### src/hw/rtl/pbpm_pkg.sv
// shared constants, codes and interface types for the packet buffer pool manager
package pbpm_pkg;

   localparam int POOL_DEPTH = 16;
   localparam int IDX_W      = $clog2(POOL_DEPTH);
   localparam int CNT_W      = $clog2(POOL_DEPTH + 1);

   // request actions
   localparam logic [2:0] ACT_ALLOC = 3'd0;
   localparam logic [2:0] ACT_FREE  = 3'd1;
   localparam logic [2:0] ACT_PURGE = 3'd2;
   localparam logic [2:0] ACT_SET   = 3'd3;
   localparam logic [2:0] ACT_PICK  = 3'd4;
   localparam logic [2:0] ACT_COUNT = 3'd5;

   // response status
   localparam logic [2:0] ST_OK           = 3'd0;
   localparam logic [2:0] ST_NOT_SYNCED   = 3'd1;
   localparam logic [2:0] ST_RESERVE      = 3'd2;
   localparam logic [2:0] ST_FULL         = 3'd3;
   localparam logic [2:0] ST_BAD_INDEX    = 3'd4;
   localparam logic [2:0] ST_NONE         = 3'd5;
   localparam logic [2:0] ST_FREED_UNUSED = 3'd6;

   // csr indexes
   localparam logic [2:0] CSR_NULL_ID    = 3'd0;
   localparam logic [2:0] CSR_POOL_OWNER = 3'd1;
   localparam logic [2:0] CSR_MAC_ID     = 3'd2;
   localparam logic [2:0] CSR_SCHED_RES  = 3'd3;
   localparam logic [2:0] CSR_TO_MAC     = 3'd4;
   localparam logic [2:0] CSR_RESERVED   = 3'd5;
   localparam logic [2:0] CSR_REQ_TYPE   = 3'd6;
   localparam logic [2:0] CSR_RSP_TYPE   = 3'd7;

   // reset value of null_id, also the reset content of creator and owner
   localparam logic [7:0] NULL_ID_RST = 8'd0;

   typedef struct packed {
      logic [7:0] null_id;
      logic [7:0] pool_owner_id;
      logic [7:0] mac_id;
      logic [7:0] sched_res_id;
      logic [7:0] to_mac_owner_id;
      logic [6:0] reserved_entries;
      logic [7:0] request_type;
      logic [7:0] response_type;
   } cfg_type;

   typedef struct packed {
      logic load;
      logic scan_step;
      logic finish;
   } cmd_type;

   typedef struct packed {
      logic scan_last;
      logic rsp_free;
   } sts_type;

endpackage

### src/hw/rtl/pbpm_csr.sv
// configuration register file of the packet buffer pool manager
module pbpm_csr
   import pbpm_pkg::*;
(
   input  logic       clock,
   input  logic       reset,
   input  logic       csr_valid,
   output logic       csr_ready,
   input  logic [2:0] csr_index,
   input  logic [7:0] csr_wdata,
   output cfg_type    cfg
);

   cfg_type cfg_ff, cfg_in;

   // no write beat is taken while reset loads the defaults
   assign csr_ready = !reset;
   assign cfg       = cfg_ff;

   always_comb begin
      cfg_in = cfg_ff;
      if (csr_valid) begin
         case (csr_index)
            CSR_NULL_ID:    cfg_in.null_id          = csr_wdata;
            CSR_POOL_OWNER: cfg_in.pool_owner_id    = csr_wdata;
            CSR_MAC_ID:     cfg_in.mac_id           = csr_wdata;
            CSR_SCHED_RES:  cfg_in.sched_res_id     = csr_wdata;
            CSR_TO_MAC:     cfg_in.to_mac_owner_id  = csr_wdata;
            CSR_RESERVED:   cfg_in.reserved_entries = csr_wdata[6:0];
            CSR_REQ_TYPE:   cfg_in.request_type     = csr_wdata;
            CSR_RSP_TYPE:   cfg_in.response_type    = csr_wdata;
            default:        cfg_in = cfg_ff;
         endcase
      end
   end

   always_ff @(posedge clock) begin
      if (reset) begin
         cfg_ff.null_id          <= NULL_ID_RST;
         cfg_ff.pool_owner_id    <= 8'd1;
         cfg_ff.mac_id           <= 8'd4;
         cfg_ff.sched_res_id     <= 8'd8;
         cfg_ff.to_mac_owner_id  <= 8'd2;
         cfg_ff.reserved_entries <= 7'd5;
         cfg_ff.request_type     <= 8'd1;
         cfg_ff.response_type    <= 8'd2;
      end else begin
         cfg_ff <= cfg_in;
      end
   end

endmodule

### src/hw/rtl/pbpm_ctrl.sv
// sequencing state machine: accept, scan the pool, finish and post the response
module pbpm_ctrl
   import pbpm_pkg::*;
(
   input  logic    clock,
   input  logic    reset,
   input  logic    req_valid,
   output logic    req_stall,
   input  sts_type sts,
   output cmd_type cmd
);

   localparam logic [1:0] S_IDLE   = 2'd0;
   localparam logic [1:0] S_SCAN   = 2'd1;
   localparam logic [1:0] S_FINISH = 2'd2;

   logic [1:0] state_ff, state_in;

   // no request beat is taken while in reset
   assign req_stall = reset || (state_ff != S_IDLE);

   always_comb begin
      state_in      = state_ff;
      cmd.load      = 1'b0;
      cmd.scan_step = 1'b0;
      cmd.finish    = 1'b0;
      case (state_ff)
         S_IDLE: begin
            if (req_valid) begin
               cmd.load = 1'b1;
               state_in = S_SCAN;
            end
         end
         S_SCAN: begin
            cmd.scan_step = 1'b1;
            if (sts.scan_last) begin
               state_in = S_FINISH;
            end
         end
         S_FINISH: begin
            // hold until the response register can take the beat
            if (sts.rsp_free) begin
               cmd.finish = 1'b1;
               state_in   = S_IDLE;
            end
         end
         default: state_in = S_IDLE;
      endcase
   end

   always_ff @(posedge clock) begin
      if (reset) begin
         state_ff <= S_IDLE;
      end else begin
         state_ff <= state_in;
      end
   end

endmodule

### src/hw/rtl/pbpm_dp.sv
// descriptor pool storage, scan accumulators and response register
module pbpm_dp
   import pbpm_pkg::*;
(
   input  logic        clock,
   input  logic        reset,
   input  logic [2:0]  req_action,
   input  logic        req_synced,
   input  logic [7:0]  req_creator,
   input  logic [7:0]  req_entry_index,
   input  logic [7:0]  req_owner_value,
   input  logic [7:0]  req_message_type,
   input  logic [63:0] req_hop_address,
   input  logic        req_hop_is_long,
   input  cfg_type     cfg,
   input  cmd_type     cmd,
   output sts_type     sts,
   output logic        rsp_valid,
   input  logic        rsp_stall,
   output logic [2:0]  rsp_status,
   output logic [7:0]  rsp_result_index,
   output logic [6:0]  rsp_match_count
);

   // latched request
   logic [2:0]  act_ff;
   logic        synced_ff;
   logic [7:0]  creator_ff;
   logic [7:0]  index_ff;
   logic [7:0]  owner_val_ff;
   logic [7:0]  mtype_ff;
   logic [63:0] addr_ff;
   logic        long_ff;

   // pool storage
   logic [7:0]  entry_creator_ff  [POOL_DEPTH];
   logic [7:0]  entry_owner_ff    [POOL_DEPTH];
   logic [7:0]  entry_msg_type_ff [POOL_DEPTH];
   logic [63:0] entry_hop_addr_ff [POOL_DEPTH];
   logic        entry_hop_long_ff [POOL_DEPTH];

   // scan state
   logic [IDX_W-1:0] scan_ff;
   logic [CNT_W-1:0] low_cnt_ff, low_cnt_in;
   logic [CNT_W-1:0] req_cnt_ff, req_cnt_in;
   logic             free_found_ff, free_found_in;
   logic [IDX_W-1:0] free_idx_ff, free_idx_in;
   logic             resp_found_ff, resp_found_in;
   logic [IDX_W-1:0] resp_idx_ff, resp_idx_in;
   logic             any_found_ff, any_found_in;
   logic [IDX_W-1:0] any_idx_ff, any_idx_in;

   // response register
   logic        rsp_valid_ff, rsp_valid_in;
   logic [2:0]  rsp_status_ff, rsp_status_in;
   logic [7:0]  rsp_index_ff, rsp_index_in;
   logic [6:0]  rsp_count_ff, rsp_count_in;

   logic [IDX_W-1:0] idx_lo;
   logic             bad_index;
   logic [IDX_W-1:0] rd_addr;
   logic [7:0]       rd_creator;
   logic [7:0]       rd_owner;
   logic [7:0]       rd_mtype;
   logic             addr_hit;
   logic             to_mac_hit;
   logic [7:0]       low_sum;

   logic             wr_release;
   logic             wr_alloc;
   logic             wr_set;
   logic [IDX_W-1:0] wr_addr;

   assign idx_lo    = index_ff[IDX_W-1:0];
   assign bad_index = (index_ff >= 8'(POOL_DEPTH));
   assign rd_addr   = cmd.scan_step ? scan_ff : idx_lo;

   assign rd_creator = entry_creator_ff[rd_addr];
   assign rd_owner   = entry_owner_ff[rd_addr];
   assign rd_mtype   = entry_msg_type_ff[rd_addr];
   assign addr_hit   = (entry_hop_long_ff[rd_addr] == long_ff) &&
                       (entry_hop_addr_ff[rd_addr] == addr_ff);
   assign to_mac_hit = (rd_owner == cfg.to_mac_owner_id) && addr_hit;

   assign low_sum = 8'(low_cnt_ff) + 8'(cfg.reserved_entries);

   assign sts.scan_last = (scan_ff == IDX_W'(POOL_DEPTH - 1));
   assign sts.rsp_free  = !rsp_valid_ff || !rsp_stall;

   // scan accumulators
   always_comb begin
      low_cnt_in    = low_cnt_ff;
      req_cnt_in    = req_cnt_ff;
      free_found_in = free_found_ff;
      free_idx_in   = free_idx_ff;
      resp_found_in = resp_found_ff;
      resp_idx_in   = resp_idx_ff;
      any_found_in  = any_found_ff;
      any_idx_in    = any_idx_ff;
      if (cmd.load) begin
         low_cnt_in    = '0;
         req_cnt_in    = '0;
         free_found_in = 1'b0;
         free_idx_in   = '0;
         resp_found_in = 1'b0;
         resp_idx_in   = '0;
         any_found_in  = 1'b0;
         any_idx_in    = '0;
      end else if (cmd.scan_step) begin
         if (rd_creator > cfg.sched_res_id) begin
            low_cnt_in = low_cnt_ff + 1'b1;
         end
         if (!free_found_ff && (rd_owner == cfg.null_id)) begin
            free_found_in = 1'b1;
            free_idx_in   = scan_ff;
         end
         if (!resp_found_ff && to_mac_hit && (rd_creator == cfg.sched_res_id) &&
             (rd_mtype == cfg.response_type)) begin
            resp_found_in = 1'b1;
            resp_idx_in   = scan_ff;
         end
         if (!any_found_ff && to_mac_hit) begin
            any_found_in = 1'b1;
            any_idx_in   = scan_ff;
         end
         if (to_mac_hit && (rd_creator == cfg.sched_res_id) &&
             (rd_mtype == cfg.request_type)) begin
            req_cnt_in = req_cnt_ff + 1'b1;
         end
      end
   end

   // action outcome and pool write select
   always_comb begin
      wr_release    = 1'b0;
      wr_alloc      = 1'b0;
      wr_set        = 1'b0;
      wr_addr       = scan_ff;
      rsp_status_in = ST_OK;
      rsp_index_in  = '0;
      rsp_count_in  = '0;
      if (cmd.scan_step) begin
         if ((act_ff == ACT_PURGE) && (rd_creator == creator_ff) &&
             (rd_owner != cfg.mac_id)) begin
            wr_release = 1'b1;
         end
      end else begin
         case (act_ff)
            ACT_ALLOC: begin
               if (!synced_ff && (creator_ff > cfg.mac_id)) begin
                  rsp_status_in = ST_NOT_SYNCED;
               end else if ((low_sum > 8'(POOL_DEPTH)) &&
                            (creator_ff > cfg.sched_res_id)) begin
                  rsp_status_in = ST_RESERVE;
               end else if (free_found_ff) begin
                  wr_alloc     = cmd.finish;
                  wr_addr      = free_idx_ff;
                  rsp_index_in = 8'(free_idx_ff);
               end else begin
                  rsp_status_in = ST_FULL;
               end
            end
            ACT_FREE: begin
               wr_addr = idx_lo;
               if (bad_index) begin
                  rsp_status_in = ST_BAD_INDEX;
               end else begin
                  wr_release   = cmd.finish;
                  rsp_index_in = index_ff;
                  if (rd_owner == cfg.null_id) begin
                     rsp_status_in = ST_FREED_UNUSED;
                  end
               end
            end
            ACT_SET: begin
               wr_addr = idx_lo;
               if (bad_index) begin
                  rsp_status_in = ST_BAD_INDEX;
               end else begin
                  wr_set       = cmd.finish;
                  rsp_index_in = index_ff;
               end
            end
            ACT_PICK: begin
               // short addresses never pick
               if (long_ff && resp_found_ff) begin
                  rsp_index_in = 8'(resp_idx_ff);
               end else if (long_ff && any_found_ff) begin
                  rsp_index_in = 8'(any_idx_ff);
               end else begin
                  rsp_status_in = ST_NONE;
               end
            end
            ACT_COUNT: begin
               rsp_count_in = 7'(req_cnt_ff);
            end
            default: begin
               rsp_status_in = ST_OK;
            end
         endcase
      end
   end

   always_comb begin
      if (cmd.finish) begin
         rsp_valid_in = 1'b1;
      end else begin
         rsp_valid_in = rsp_valid_ff && rsp_stall;
      end
   end

   always_ff @(posedge clock) begin
      if (cmd.load) begin
         act_ff       <= req_action;
         synced_ff    <= req_synced;
         creator_ff   <= req_creator;
         index_ff     <= req_entry_index;
         owner_val_ff <= req_owner_value;
         mtype_ff     <= req_message_type;
         addr_ff      <= req_hop_address;
         long_ff      <= req_hop_is_long;
      end
      low_cnt_ff    <= low_cnt_in;
      req_cnt_ff    <= req_cnt_in;
      free_found_ff <= free_found_in;
      free_idx_ff   <= free_idx_in;
      resp_found_ff <= resp_found_in;
      resp_idx_ff   <= resp_idx_in;
      any_found_ff  <= any_found_in;
      any_idx_ff    <= any_idx_in;
      if (cmd.finish) begin
         rsp_status_ff <= rsp_status_in;
         rsp_index_ff  <= rsp_index_in;
         rsp_count_ff  <= rsp_count_in;
      end
   end

   always_ff @(posedge clock) begin
      if (reset) begin
         scan_ff      <= '0;
         rsp_valid_ff <= 1'b0;
      end else begin
         rsp_valid_ff <= rsp_valid_in;
         if (cmd.load) begin
            scan_ff <= '0;
         end else if (cmd.scan_step) begin
            scan_ff <= scan_ff + 1'b1;
         end
      end
   end

   always_ff @(posedge clock) begin
      if (reset) begin
         for (int k = 0; k < POOL_DEPTH; k++) begin
            entry_creator_ff[k]  <= NULL_ID_RST;
            entry_owner_ff[k]    <= NULL_ID_RST;
            entry_msg_type_ff[k] <= '0;
            entry_hop_addr_ff[k] <= '0;
            entry_hop_long_ff[k] <= 1'b0;
         end
      end else if (wr_release) begin
         entry_creator_ff[wr_addr]  <= cfg.null_id;
         entry_owner_ff[wr_addr]    <= cfg.null_id;
         entry_hop_long_ff[wr_addr] <= 1'b0;
      end else if (wr_alloc) begin
         entry_creator_ff[wr_addr] <= creator_ff;
         entry_owner_ff[wr_addr]   <= cfg.pool_owner_id;
      end else if (wr_set) begin
         entry_owner_ff[wr_addr]    <= owner_val_ff;
         entry_msg_type_ff[wr_addr] <= mtype_ff;
         entry_hop_addr_ff[wr_addr] <= addr_ff;
         entry_hop_long_ff[wr_addr] <= long_ff;
      end
   end

   assign rsp_valid        = rsp_valid_ff;
   assign rsp_status       = rsp_status_ff;
   assign rsp_result_index = rsp_index_ff;
   assign rsp_match_count  = rsp_count_ff;

endmodule

### src/hw/rtl/packet_buffer_pool_manager_top.sv
// top level of the packet buffer pool manager
//
//   channel   dir   handshake              payload
//   req_      in    req_valid / req_stall  action, synced, creator, entry_index, owner_value,
//                                          message_type, hop_address, hop_is_long
//   rsp_      out   rsp_valid / rsp_stall  status, result_index, match_count
//   csr_      in    csr_valid / csr_ready  index, wdata
//
// every request runs through accept, one pass over all POOL_DEPTH entries
// (one entry per cycle through the single pool read port), and finish
// a response sits in an output register; the next request is accepted while it waits,
// but that request holds in its finish cycle until the earlier beat is taken
// synchronous active-high reset clears the pool and loads the register defaults at once
module packet_buffer_pool_manager_top
   import pbpm_pkg::*;
(
   input  logic        clock,
   input  logic        reset,
   input  logic        req_valid,
   output logic        req_stall,
   input  logic [2:0]  req_action,
   input  logic        req_synced,
   input  logic [7:0]  req_creator,
   input  logic [7:0]  req_entry_index,
   input  logic [7:0]  req_owner_value,
   input  logic [7:0]  req_message_type,
   input  logic [63:0] req_hop_address,
   input  logic        req_hop_is_long,
   output logic        rsp_valid,
   input  logic        rsp_stall,
   output logic [2:0]  rsp_status,
   output logic [7:0]  rsp_result_index,
   output logic [6:0]  rsp_match_count,
   input  logic        csr_valid,
   output logic        csr_ready,
   input  logic [2:0]  csr_index,
   input  logic [7:0]  csr_wdata
);

   cfg_type cfg;
   cmd_type cmd;
   sts_type sts;

   pbpm_csr u_csr (
      .clock     (clock),
      .reset     (reset),
      .csr_valid (csr_valid),
      .csr_ready (csr_ready),
      .csr_index (csr_index),
      .csr_wdata (csr_wdata),
      .cfg       (cfg)
   );

   pbpm_ctrl u_ctrl (
      .clock     (clock),
      .reset     (reset),
      .req_valid (req_valid),
      .req_stall (req_stall),
      .sts       (sts),
      .cmd       (cmd)
   );

   pbpm_dp u_dp (
      .clock            (clock),
      .reset            (reset),
      .req_action       (req_action),
      .req_synced       (req_synced),
      .req_creator      (req_creator),
      .req_entry_index  (req_entry_index),
      .req_owner_value  (req_owner_value),
      .req_message_type (req_message_type),
      .req_hop_address  (req_hop_address),
      .req_hop_is_long  (req_hop_is_long),
      .cfg              (cfg),
      .cmd              (cmd),
      .sts              (sts),
      .rsp_valid        (rsp_valid),
      .rsp_stall        (rsp_stall),
      .rsp_status       (rsp_status),
      .rsp_result_index (rsp_result_index),
      .rsp_match_count  (rsp_match_count)
   );

endmodule

### config.mk
export PLATFORM = sky130hd
export DESIGN_NAME = packet_buffer_pool_manager_top
export DESIGN_NICKNAME = d
export VERILOG_FILES = /design/src/hw/rtl/pbpm_pkg.sv /design/src/hw/rtl/pbpm_csr.sv /design/src/hw/rtl/pbpm_ctrl.sv /design/src/hw/rtl/pbpm_dp.sv /design/src/hw/rtl/packet_buffer_pool_manager_top.sv
export SDC_FILE = /design/constraint.sdc
export NUM_CORES = 2
export LEC_CHECK = 0
export BUFFER_PORTS_ARGS = -buffer_cell sky130_fd_sc_hd__buf_2
export CAP_MARGIN = 10
export CORE_UTILIZATION = 40
export DETAILED_ROUTE_END_ITERATION = 7
export HOLD_SLACK_MARGIN = 0.03
export PLACE_DENSITY = 0.51
export SYNTH_ARGS = -nofsm -noshare
export SYNTH_HDL_FRONTEND = slang
export SYNTH_SLANG_ARGS = --single-unit
### constraint.sdc
create_clock -name clock -period 18.6 [get_ports clock]
set_input_delay 2.79 -clock clock [delete_from_list [all_inputs] [get_ports clock]]
set_output_delay 2.79 -clock clock [all_outputs]
set_load 0.05 [all_outputs]
# --- Word-level counts from Yosys, hierarchy flattened ---
# Memory sizes are Yosys's and may differ from the RTL's.
# Cells that the tools add are included.
word_totals:
  mem_count: 5
  ramBits: 1424
  register_bits: 214
  output_inout_bits: 21
op_classes:
  addsub: 4
  n_mux: 76
  reduce_logical: 51
  magnitude_cmp: 5
  bitwise_logic: 5
  eq_ne: 27
memory_table:
  columns: ["name", "words", "width", "rd", "rd_ports_with_merged_regs", "write_ports", "line_no", "text"]
  rows:
  - ["u_dp.entry_hop_addr_ff", 16, 64, 1, 0, 16, "pbpm_dp.sv:39", "logic [63:0] entry_hop_addr_ff [POOL_DEPTH];"]
  - ["u_dp.entry_creator_ff", 16, 8, 1, 0, 16, "pbpm_dp.sv:36", "logic [7:0] entry_creator_ff [POOL_DEPTH];"]
  - ["u_dp.entry_msg_type_ff", 16, 8, 1, 0, 16, "pbpm_dp.sv:38", "logic [7:0] entry_msg_type_ff [POOL_DEPTH];"]
  - ["u_dp.entry_owner_ff", 16, 8, 1, 0, 16, "pbpm_dp.sv:37", "logic [7:0] entry_owner_ff [POOL_DEPTH];"]
  - ["u_dp.entry_hop_long_ff", 16, 1, 1, 0, 16, "pbpm_dp.sv:40", "logic entry_hop_long_ff [POOL_DEPTH];"]
ops:
  columns: ["cell", "count"]
  rows:
  - ["2-to-1 mux 8 bit", 10]
  - ["equality test 64 bit", 1]
  - ["2-to-1 mux 64 bit", 1]
  - ["OR reduction 64 bit", 1]
  - ["equality test 8 bit", 6]
  - ["2-to-1 mux 4 bit", 12]
  - ["2-to-1 mux 1 bit", 38]
  - ["AND reduction 2 bit", 13]
  - ["> comparator 8 bit", 3]
  - ["case mux 8 bit (3 select lines)", 1]
  - ["OR reduction 8 bit", 3]
  - ["2-to-1 mux 3 bit", 7]
  - ["equality test 3 bit, second input constant", 6]
  - ["logical AND 1 bit", 16]
  - ["equality test 3 x 2 -> 1 bit, second input constant", 4]
  - ["case mux 3 bit (4 select lines)", 1]
  - ["adder 5 x 1 -> 5 bit, second input constant", 2]
  - ["adder 5 x 7 -> 8 bit", 1]
  - ["greater-or-equal comparator 8 x 5 -> 1 bit, second input constant", 1]
  - ["> comparator 8 x 5 -> 1 bit, second input constant", 1]
  - ["2-to-1 mux 2 bit", 4]
  - ["inequality test 8 bit", 1]
  - ["case mux 4 bit (2 select lines)", 1]
  - ["logical NOT 1 bit", 7]
  - ["other kinds (17)", 27]

# --- Logic depth before layout (Yosys ltp) ---
depth:
  word_depth: 17
  depth_mapped: 22
  depth_no_buf: 17

# --- Cells and area by module ---
# Synthesis repeated with hierarchy kept, for this count alone.
hier_totals:
  hier_cells: 5690
  hier_area_um2: 75683.8
modules_own_cells:
  columns: ["module", "cells_per_inst", "instances", "area_each_um2", "seq_area_each_um2"]
  rows:
  - ["pbpm_dp", 5441, 1, 73018.8, 46875.0]
  - ["pbpm_csr", 235, 1, 2544.9, 1261.2]
  - ["pbpm_ctrl", 14, 1, 120.1, 40.0]

# --- Worst setup path after synthesis ---
# OpenSTA, ideal clock, no wires.
synth_path:
  path_type: "input port to flip-flop"
  start: "input port rsp_stall"
  end: "memory u_dp.entry_hop_addr_ff[4][0] (enable)"
  n_path_buf: 3
  cell_stages: 7
  t_arrival_ns: 9.773
  path_slack_ns: 8.225
  t_required_ns: 17.998
  cell_sequence: "a21oi_1 -> and2_1 -> nand3_1 -> clkbuf_1 -> clkbuf_1 -> clkbuf_1 -> o21ai_0"
synth_lines:
  columns: ["element", "line_no", "text"]
  rows:
  - ["start, declared", "packet_buffer_pool_manager_top.sv:30", "input logic rsp_stall,"]
  - ["end, declared", "pbpm_dp.sv:39", null]

# --- Worst setup path in the final report ---
layout_path:
  start: "register u_dp.scan_ff[0]"
  end: "register u_dp.resp_idx_ff[0]"
layout_via:
  elab_chain_cells: 9
  elab_cells_between_ends: 17
  classes_between: "5 x eq/ne; 1 x mux; 6 x reduce/logical; 5 x memory"
layout_rtl:
  columns: ["element", "line_no", "text"]
  rows:
  - ["start, declared", "pbpm_dp.sv:43", "logic [IDX_W-1:0] scan_ff;"]
  - ["start signal, assigned", "pbpm_dp.sv:247", "scan_ff <= scan_ff + 1'b1;"]
  - ["2-to-1 mux 4 bit", "pbpm_dp.sv:76", "assign rd_addr = cmd.scan_step ? scan_ff : idx_lo;"]
  - ["memory (16 x 64 bit) / memory (16 x 1 bit) (equally long branches)", null, null]
  - ["equality test 64 bit / equality test 1 bit (equally long branches)", "pbpm_dp.sv:82, pbpm_dp.sv:81", null]
  - ["logical AND 1 bit", "pbpm_dp.sv:81", "assign addr_hit = (entry_hop_long_ff[rd_addr] == long_ff) &&"]
  - ["logical AND 1 bit", "pbpm_dp.sv:83", "assign to_mac_hit = (rd_owner == cfg.to_mac_owner_id) && addr_hit;"]
  - ["logical AND 1 bit (3 in series)", "pbpm_dp.sv:117", "if (!resp_found_ff && to_mac_hit && (rd_creator == cfg.sched_res_id) &&"]
  - ["AND reduction 2 bit (no source line)", null, null]
  - ["end signal, assigned", "pbpm_dp.sv:228", "resp_idx_ff <= resp_idx_in;"]
  - ["end, declared", "pbpm_dp.sv:49", "logic [IDX_W-1:0] resp_idx_ff, resp_idx_in;"]
# Parallel ways exist; a longest one is shown, timed or not.
# A chain may end at the register's enable or synchronous reset.

==> results by group <==
GRT
  • Antenna violations before repair: 18
  • Total Routing Usage GR: 27.7%
  • Number of global-route vias before repair: just under 50000
  • Congestion Overflow GR: 0
  • Wire length of the first global-routing pass: approximately 380000 microns
  • Pin count of the biggest net entering global routing: 191

CTS
  • Inserted Clock Buffers: 183
  • Post CTS Setup Buffer Count: 0
  • Clk_lat worst skew: 0.83 ns
  • CTS tree: done
  • Maximum level of the CTS H-tree: 4
  • Clock-pin transition on the worst setup and hold timing paths: 0.06 ns
  • Number of buffers on the longest clock path: 3
  • Clock Root Buffer: sky130_fd_sc_hd__clkbuf_16
  • Cts hold-fix bufs: 0
  • Resized cells post-CTS: 0
  • Number of sinks handled by clock tree synthesis: 1636

Floorplan
  • Count of standard-cell rows: 160
  • Width of the chip: 439 microns
  • Placeable core area: approximately 0.19 sq mm
  • Top-level I/O count: roughly 140
  • Die Height: 439 microns
  • Effective utilization at floorplan: 40.2%
  • Area enclosed by the die boundary: 0.193 sq mm

Logic synthesis
  • Number of distinct standard cells referenced by the synthesized netlist: 92
  • Largest cells by area after synthesis: sky130_fd_sc_hd__edfxtp_1 (60%), sky130_fd_sc_hd__mux2i_1 (7.6%), sky130_fd_sc_hd__and2_1 (7.3%)
  • Flip-flop and latch count after synthesis: 1636
  • Number of synthesized flops with an enable pin: 1541
  • Number of synthesis warnings: 0
  • Post-Synthesis Mean Instance Area: 12.5 sq um
  • Instance count of the mapped netlist: 6146
  • Sequential area share after synthesis: 62.9%
  • Post-Synthesis Cell Area: roughly 0.077 sq mm
  • Post-synthesis async set-or-reset flop share: 0%
  • Most common flop cell mapped by yosys: sky130_fd_sc_hd__edfxtp_1
  • Area leader, netlist: sky130_fd_sc_hd__edfxtp_1
  • Top cell type's share of synthesized area: 60.5%

Critical path
  • Peak fanout along the critical path: 47
  • Worst flop-to-flop path startpoint: u_dp.scan_ff[0]
  • Data arrival time of the critical path: 8.82 ns
  • FF-to-FF path depth: 14
  • Category of the critical setup timing path: reg2reg
  • Endpoint of the worst register-to-register path: u_dp.resp_idx_ff[0]
  • CP max stage delay: around 0.88 ns
  • Category of the worst setup path launch point: flip-flop
  • Slowest library cell on the worst path: sky130_fd_sc_hd__and3b_1
  • Most used cell along the critical path: sky130_fd_sc_hd__buf_4
  • Reg-to-reg slack, setup: 10.53 ns
  • Data required time of the worst path: approximately 19 ns
  • Cells along the critical path: buf_4, and3b_1, a21o_4, buf_4, buf_4, nand2_1, o22ai_1, nor4_1, xnor2_1, nor4_1, nand4bb_1, or4_1, nor4_4, mux2i_1
  • Critical path capture point type: flip-flop

Place
  • Port Buffers: roughly 140
  • Half-perimeter wire length after detailed placement: 161000 microns
  • Instance count after placement with tap cells included: 8444
  • Routability-driven placement congestion ratio: 0.870

Pwr
  • Net switching component of the power: 2.26 mW
  • Net switching fraction of the power: 26.0%
  • Relative contribution of combinational cells to total power: 10.1%
  • Areal power density over the cells: 101 mW/mm^2
  • Sequential Power Share: 48.6%
  • Pint: between 6 and 7 mW
  • Leak: 30.1 nW
  • Worst-case vdd ir drop: 64.7 uV
  • Part of the power in the clock network: about 41%

Routing
  • Number of design rule violations left after detail routing: 0
  • Detailed-route vias per instance: a little under 6
  • Average wire per cell in the routed design: 31.0 microns
  • Drt total wl: between 200000 and 300000 microns
  • Routed Antenna Nets: 0
  • Number of iterations in the first detailed-routing pass: 6
  • Vias after detailed routing: about 50000
  • DRC marker count from the first detailed-route iteration: 5914

Timing
  • Worst max-slew margin expressed relative to the limit: between 10% and 20%
  • Endpoints failing hold: 0
  • Transition time of the tightest slew-check pin: between 1 and 1.5 ns
  • Maximum clock frequency: 124 MHz
  • Worst clock skew: around 0.034 ns
  • Final worst-path cycle share: 43.4%
  • Setup_tns: 0 ns
  • Endpoints failing setup: 0
  • Count of final max-slew check failures: 0
  • Final critical delay including setup and external delays: 8.07 ns
  • Setup repair after global routing missed its margin: false

Worst hold path
  • Critical hold path startpoint: u_csr.cfg[32]
  • WHS Path Cells: 2
  • Type of the tightest min-delay check: reg2reg
  • Hold Crit Endpoint: u_csr.cfg[32]

Layout
  • Area Growth Syn to Fin: 11.9%
  • Fin cells: 8785
  • Fraction of layout instances using a drive strength above 1: a little under an eighth
  • Final net count: ~6300

Status
  • Run status: completed

Flow run
  • Number of maximum-capacitance violations: 0
critical path: cells and delay by family (launching register included):
kind,cells,cell delay (ns)
AOI/OAI and AO/OA,2,0.94
xor gates and xnor gates,1,0.17
buffers and inverters,3,2.11
DFF,1,0.32
muxes,1,0.25
and+or+nand+nor,7,4.04
power groups by stage:
stage          Sequential, mW  Clock [mW]  Combinational (mW)
2_1_floorplan            4.28           0               0.526
3_3_place_gp             4.29           0               0.865
3_5_place_dp             4.29           0               0.870
4_1_cts                  4.22        3.64               0.872
5_1_grt                  4.23        3.77               0.916
6_report                 4.22        3.59               0.878
cell usage in the layout, fill, tap and decap left out, types with 40 or more instances in the layout:
master,netlist,final
sky130_fd_sc_hd__clkbuf_16,0,185
sky130_fd_sc_hd__buf_4,21,173
sky130_fd_sc_hd__nor2_1,381,363
sky130_fd_sc_hd__xnor2_1,54,54
sky130_fd_sc_hd__nand3_1,73,72
sky130_fd_sc_hd__edfxtp_1,1541,1541
sky130_fd_sc_hd__mux2i_1,578,570
sky130_fd_sc_hd__and2_1,893,893
sky130_fd_sc_hd__mux4_2,48,48
sky130_fd_sc_hd__nand2_1,505,505
sky130_fd_sc_hd__buf_2,77,137
sky130_fd_sc_hd__clkbuf_1,355,46
sky130_fd_sc_hd__a21oi_1,172,167
sky130_fd_sc_hd__o22ai_1,162,162
sky130_fd_sc_hd__o21ai_0,57,40
sky130_fd_sc_hd__nor4_1,49,48
sky130_fd_sc_hd__clkinv_1,15,49
sky130_fd_sc_hd__nand2b_1,68,67
sky130_fd_sc_hd__nor3_1,331,331
sky130_fd_sc_hd__a211oi_1,63,63
sky130_fd_sc_hd__inv_1,65,63
sky130_fd_sc_hd__dfxtp_1,95,94
synthesized netlist by cell type (63+ instances only):
library cell / n
sky130_fd_sc_hd__and2_1: 893
sky130_fd_sc_hd__clkbuf_1: 355
sky130_fd_sc_hd__dfxtp_1: 95
sky130_fd_sc_hd__nand3_1: 73
sky130_fd_sc_hd__nand2b_1: 68
sky130_fd_sc_hd__inv_1: 65
sky130_fd_sc_hd__nor3_1: 331
sky130_fd_sc_hd__mux2i_1: 578
sky130_fd_sc_hd__o22ai_1: 162
sky130_fd_sc_hd__edfxtp_1: 1541
sky130_fd_sc_hd__nand2_1: 505
sky130_fd_sc_hd__a211oi_1: 63
sky130_fd_sc_hd__nor2_1: 381
sky130_fd_sc_hd__buf_2: 77
sky130_fd_sc_hd__a21oi_1: 172
cells by family (layout without fill, tap and decap cells):
| group | Yosys count | count (layout) | synth area share (%) |
|---|---|---|---|
| compound gates | 717 | 717 | 6.34 |
| simple gates | 2425 | 2425 | 16.5 |
| fa+ha+maj | 33 | 33 | 0.549 |
| mux | 634 | 634 | 9.09 |
| flops | 1636 | 1636 | 62.9 |
| xor+xnor | 87 | 87 | 0.996 |
| buf+inv | 613 | 733 | 3.61 |
| other cells | 1 | 9 | 0.00490 |
flip-flops by register name, summed over array words and instances (netlist names), 8 cells and up:
register                cells
u_csr.cfg                  63
u_dp.addr_ff               64
u_dp.creator_ff             8
u_dp.entry_creator_ff     128
u_dp.entry_hop_addr_ff   1024
u_dp.entry_hop_long_ff     16
u_dp.entry_msg_type_ff    128
u_dp.entry_owner_ff       128
u_dp.index_ff               8
u_dp.mtype_ff               8
u_dp.owner_val_ff           8
u_dp.rsp_result_index       8
metrics by stage:
step | util (%) | power (mW) | hold slack, ns | worst slack, ns | area [sq um]
after floorplan | - | 4.80 | 0.435 | 8.23 | 76600
after CTS | 45.0 | 8.73 | 0.455 | 10.67 | 85700
after detailed placement | 42.0 | 5.16 | 0.447 | 10.69 | 79900
after global placement | 42.0 | 5.16 | 0.446 | 9.78 | 79800
final | 45.1 | 8.68 | 0.451 | 10.53 | 85700
after global routing | 45.1 | 8.91 | 0.473 | 10.37 | 85700
area by class of cell:
type	count	area [sq um]
multi-input combinational	3902	26100
antenna	3	7.51
tap	2511	3140
sequential	1636	48200
inverter	80	308
clock inverter	104	980
fill	17300	104000
clock buffer	233	4830
timing repair buffer	316	2100
how the worst max path moves through the flow:
stage,to,slack [ns],startpoint
final,u_dp.resp_idx_ff[0],10.53,u_dp.scan_ff[0]
after global routing,u_dp.resp_idx_ff[0],10.37,u_dp.scan_ff[0]
after CTS,u_dp.resp_idx_ff[0],10.67,u_dp.scan_ff[0]
after detailed placement,u_dp.resp_idx_ff[0],10.69,u_dp.scan_ff[0]
after global placement,u_dp.resp_idx_ff[2],9.78,u_dp.scan_ff[0]
after floorplan,u_dp.entry_hop_addr_ff[4][0],8.23,rsp_stall
layer usage:
layer  track usage [%]  share of wire [%]  wire (microns)
met3              4.54                7.7           21000
met2              44.2                 46          126000
met4              8.99                3.3            8890
met5                 0             0.0099              27
met1              38.6                 43          116000
Power figures use the tool's default switching activity.
